## src/rtl/vfc_pkg.sv

```systemverilog
// Shared constants, types and codes of the voxel face culling store.
package vfc_pkg;

	// Grid size in voxels along each axis
	localparam int GRID_WIDTH  = 16;
	localparam int GRID_HEIGHT = 16;
	localparam int GRID_DEPTH  = 16;

	localparam int PLANE      = GRID_WIDTH * GRID_HEIGHT;
	localparam int CELL_COUNT = PLANE * GRID_DEPTH;

	// Coordinate bits actually used once a coordinate is known to be in range
	localparam int XW     = $clog2(GRID_WIDTH);
	localparam int YW     = $clog2(GRID_HEIGHT);
	localparam int ZW     = $clog2(GRID_DEPTH);
	localparam int CELL_W = $clog2(CELL_COUNT);

	localparam logic [1:0] TYPE_GAS   = 2'd0;
	localparam logic [1:0] TYPE_SOLID = 2'd1;

	// Face bit positions in the mask
	localparam int FACE_XN = 0;
	localparam int FACE_XP = 1;
	localparam int FACE_YN = 2;
	localparam int FACE_YP = 3;
	localparam int FACE_ZN = 4;
	localparam int FACE_ZP = 5;

	typedef logic [CELL_W-1:0] cell_idx_t;

	typedef enum logic [1:0] {
		OP_WRITE = 2'd0,
		OP_READ  = 2'd1,
		OP_QUERY = 2'd2,
		OP_NONE  = 2'd3
	} opcode_t;

	typedef enum logic [2:0] {
		ST_CLEAR,
		ST_IDLE,
		ST_FINISH,
		ST_READ,
		ST_DRAIN,
		ST_RESULT
	} state_t;

	// Decoded command
	typedef struct packed {
		opcode_t    op;
		logic       oor;
		cell_idx_t  idx;
		logic [5:0] border;
		logic [1:0] block_type;
	} vfc_cmd_t;

endpackage

```

## src/rtl/vfc_decode.sv

```systemverilog
// Command decode: range check, linear cell index and grid border flags.
module vfc_decode (
	input  logic [1:0]         opcode,
	input  logic [7:0]         x_coord,
	input  logic [7:0]         y_coord,
	input  logic [7:0]         z_coord,
	input  logic [1:0]         block_type,
	output vfc_pkg::vfc_cmd_t  cmd
);
	import vfc_pkg::*;

	logic        x_oor;
	logic        y_oor;
	logic        z_oor;
	logic [31:0] idx_full;

	// Range check on the full 8-bit coordinates
	assign x_oor = {1'b0, x_coord} >= 9'(GRID_WIDTH);
	assign y_oor = {1'b0, y_coord} >= 9'(GRID_HEIGHT);
	assign z_oor = {1'b0, z_coord} >= 9'(GRID_DEPTH);

	// idx = x + W*(y + H*z), constant multipliers only
	assign idx_full = 32'(z_coord[ZW-1:0]) * 32'(PLANE)
	                + 32'(y_coord[YW-1:0]) * 32'(GRID_WIDTH)
	                + 32'(x_coord[XW-1:0]);

	always_comb begin
		cmd.op         = opcode_t'(opcode);
		cmd.oor        = (opcode_t'(opcode) != OP_NONE) && (x_oor || y_oor || z_oor);
		cmd.idx        = idx_full[CELL_W-1:0];
		cmd.block_type = block_type;
		cmd.border[FACE_XN] = x_coord == 8'd0;
		cmd.border[FACE_XP] = x_coord == 8'(GRID_WIDTH - 1);
		cmd.border[FACE_YN] = y_coord == 8'd0;
		cmd.border[FACE_YP] = y_coord == 8'(GRID_HEIGHT - 1);
		cmd.border[FACE_ZN] = z_coord == 8'd0;
		cmd.border[FACE_ZP] = z_coord == 8'(GRID_DEPTH - 1);
	end

endmodule

```

## config.mk

```make
export PLATFORM = sky130hd
export DESIGN_NAME = vfc_decode
export DESIGN_NICKNAME = d
export VERILOG_FILES = /design/src/rtl/vfc_pkg.sv /design/src/rtl/vfc_decode.sv
export SDC_FILE = /design/constraint.sdc
export NUM_CORES = 1
export LEC_CHECK = 0
export BUFFER_PORTS_ARGS = -buffer_cell sky130_fd_sc_hd__buf_2
export CORE_AREA = 4 4 41 43
export DETAILED_ROUTE_END_ITERATION = 10
export DIE_AREA = 0 0 45 47
export PLACE_DENSITY = 0.74
export SYNTH_ARGS = -nofsm -noshare
export SYNTH_HDL_FRONTEND = slang
export SYNTH_SLANG_ARGS = --single-unit
```

## constraint.sdc

```tcl
create_clock -name vclk -period 1.8
set_input_delay 0.36 -clock vclk [all_inputs]
set_output_delay 0.36 -clock vclk [all_outputs]
set_load 0.02 [all_outputs]
```

==> results list <==
* Critical path endpoint category: output port
- The first global-routing pass estimated 1097 microns of wire.
- Timing would allow up to 561.8 MHz.
* Worst hold path type: input pin to output port
* Final setup violation count: 0
- Wires add up to 766 microns.
- The die is 47 microns tall.
* Total power of the final layout: 87.52 uW
- At the pin with the least slew margin, the transition time is 0.1155 ns.
- Final net count: 97
- Global-route congestion overflow total: 0
- Area of the die: 2115 sq um
- Measured against its own limit, the worst slew margin works out to 92.35%.
* Synth area leaders: sky130_fd_sc_hd__buf_4 (53%), sky130_fd_sc_hd__or4_1 (13%), sky130_fd_sc_hd__nor2_1 (9.9%), sky130_fd_sc_hd__or4_4 (9.9%), sky130_fd_sc_hd__nand4_1 (8.3%)
- Effective utilization at floorplan: 17.40%
* Mapped Nets: 61
- Status: completed
- At the worst endpoint, the arrival time is 1.42 ns.
- Counting I/O delays and the setup requirement, the final critical path takes 1.780 ns.
* Cell types with the highest counts after synthesis: sky130_fd_sc_hd__buf_4 (16), sky130_fd_sc_hd__nor2_1 (6), sky130_fd_sc_hd__or4_1 (4)
- In this run the horizontal extent of the chip is 45 microns.
* Setup TNS after final layout: 0 ns
* Pin count of the biggest net entering global routing: 4
* Syn-to-layout area delta: 78.45%
- After detailed routing, the number of vias per cell comes to 4.415.
* Sequential element share of the synthesized area: 0%
* FF/Latch Area: 0 sq um
* Antenna Cells: 0
- Number of global-route vias before repair: 296
- Startpoint Class: input pin
- Yosys warning total: 0
* Port Buffers: 47
- Share of post-route cells with drive strength above 1: 79.10%
* Final-layout clock buffer total: 0
- Post-synthesis instance area: 226.5 sq um
- Data required time of the worst path: 1.44 ns
* Cell type with the highest aggregate area in the netlist: sky130_fd_sc_hd__buf_4
* Number of distinct library cells after synthesis: 7
* Number of design-rule violations left by the first detailed-router iteration: 0
- The synthesized netlist devotes 3.867% of its cell area to compound gates.
- Number of antenna violations at the first check in global routing: 0
* Worst-path maximum fanout: 2
- Counting every instance in the synthesized netlist gives 33.
- The worst path uses 98.90% of the clock period.
- The worst setup path is of the input pin to output port kind.
* Area fraction in and, or, nand and nor cells after synthesis: 43.09%
* Last weighted congestion value of the routability-driven placer: 0.5934
* Mux share of post-synthesis cell area: 0%
* Number of inserted filler cells in the final layout: 146
* Static Leakage: 0.0002310 uW
- Area share of the leading cell type in the synthesized netlist: 53.04%
- The detail route stage leaves a number of antenna-violating nets equal to 0.
- Synthesized-area fraction occupied by xor and xnor cells: 0%
- Worst hold stages: 0
* Boundary Pins: 51
* Largest vdd supply drop: 61.92 uV
- Across the run, the number of max-cap violations was 0.
- In this run the power density over the cells is 216.5 nW/um^2.
- Number of iterations in the first detailed-routing pass: 1
- Number of hold violations in the final report: 0
- Detailed-route wire length per cell: 9.341 microns
- In this run the core area contains 13 standard-cell rows.
- Detailed-route DRC error count: 0
- The synthesized netlist devotes 0% of its cell area to adder and majority cells.
- For this run, the total global-route usage over all layers was measured as 6.530%.
* Setup repair after global routing missed its margin: no
* Number of slew-limit violations in the final report: 0
- Dominant combinational cell family by area after synthesis: buffers and inverters
- The number of hold buffers added after CTS was 0.
* Number of sequential cells: 0
- Mean Syn Cell Area: 6.863 sq um
- After floorplanning, the core was sized to cover 1301 sq um.
- Yosys instantiated no cell more often than sky130_fd_sc_hd__buf_4.
* Routed via count: 362
- Buffers added to address setup during post-CTS repair amount to 0.
- Total of cells resized after clock tree synthesis: 0
[final timing paths]
check                startpoint  endpoint  slack, ns
hold / removal    block_type[0]    cmd[0]       0.72
setup / recovery     z_coord[5]   cmd[20]       0.02
[metal layers]
| metal | vias to the layer above | routed length (microns) | global-route usage (%) |
|---|---|---|---|
| li1 | 174 | - | - |
| met1 | 146 | 240 | 7.191 |
| met2 | 40 | 321 | 13.56 |
| met3 | 2 | 198 | 0.7663 |
| met4 | 0 | 6 | 0.5848 |
| met5 | - | 0 | 0 |
[critical path, cell delays in order]
cell and delay, ns:
sky130_fd_sc_hd__buf_6 0.09, sky130_fd_sc_hd__or4_4 0.53, sky130_fd_sc_hd__o31a_1 0.31, sky130_fd_sc_hd__buf_6 0.13
[area by class of cell]
type | count | area (sq um) | area share (%)
tap | 15 | 18.77 | 4.644
multi-input combinational | 17 | 110.1 | 27.24
timing repair buffer | 50 | 275.3 | 68.11
[report_power, final]
| part | internal [uW] | switching [uW] | total (uW) |
|---|---|---|---|
| clock | 0 | 0 | 0 |
| combinational | 41.6 | 45.9 | 87.5 |
| sequential | 0 | 0 | 0 |
| total | 41.6 | 45.9 | 87.5 |
[stage by stage]
stage	util (%)	worst slack [ns]	hold slack (ns)	cells	cell area (sq um)
floorplan	-	0.1732	0.8326	33	226.5
global placement	29.42	0.007748	0.7203	82	382.9
detailed placement	29.42	0.002390	0.7203	82	382.9
CTS	29.42	0.002831	0.7203	82	382.9
global route	31.06	0.005455	0.7200	82	404.1
finish	31.06	0.01988	0.7200	82	404.1
[layout by cell type (no fill, tap or decap)]
master | netlist | final
sky130_fd_sc_hd__buf_2 | 0 | 43
sky130_fd_sc_hd__buf_4 | 16 | 5
sky130_fd_sc_hd__buf_6 | 0 | 2
sky130_fd_sc_hd__nand2_1 | 1 | 1
sky130_fd_sc_hd__nand4_1 | 3 | 3
sky130_fd_sc_hd__nor2_1 | 6 | 6
sky130_fd_sc_hd__o31a_1 | 1 | 1
sky130_fd_sc_hd__or4_1 | 4 | 3
sky130_fd_sc_hd__or4_4 | 2 | 3
[kinds of logic (layout without fill, tap and decap cells)]
| group | Yosys count | count (layout) |
|---|---|---|
| simple gates | 16 | 16 |
| buf+inv | 16 | 50 |
| compound gates | 1 | 1 |
No activity file was read; power rests on OpenSTA's default activity.
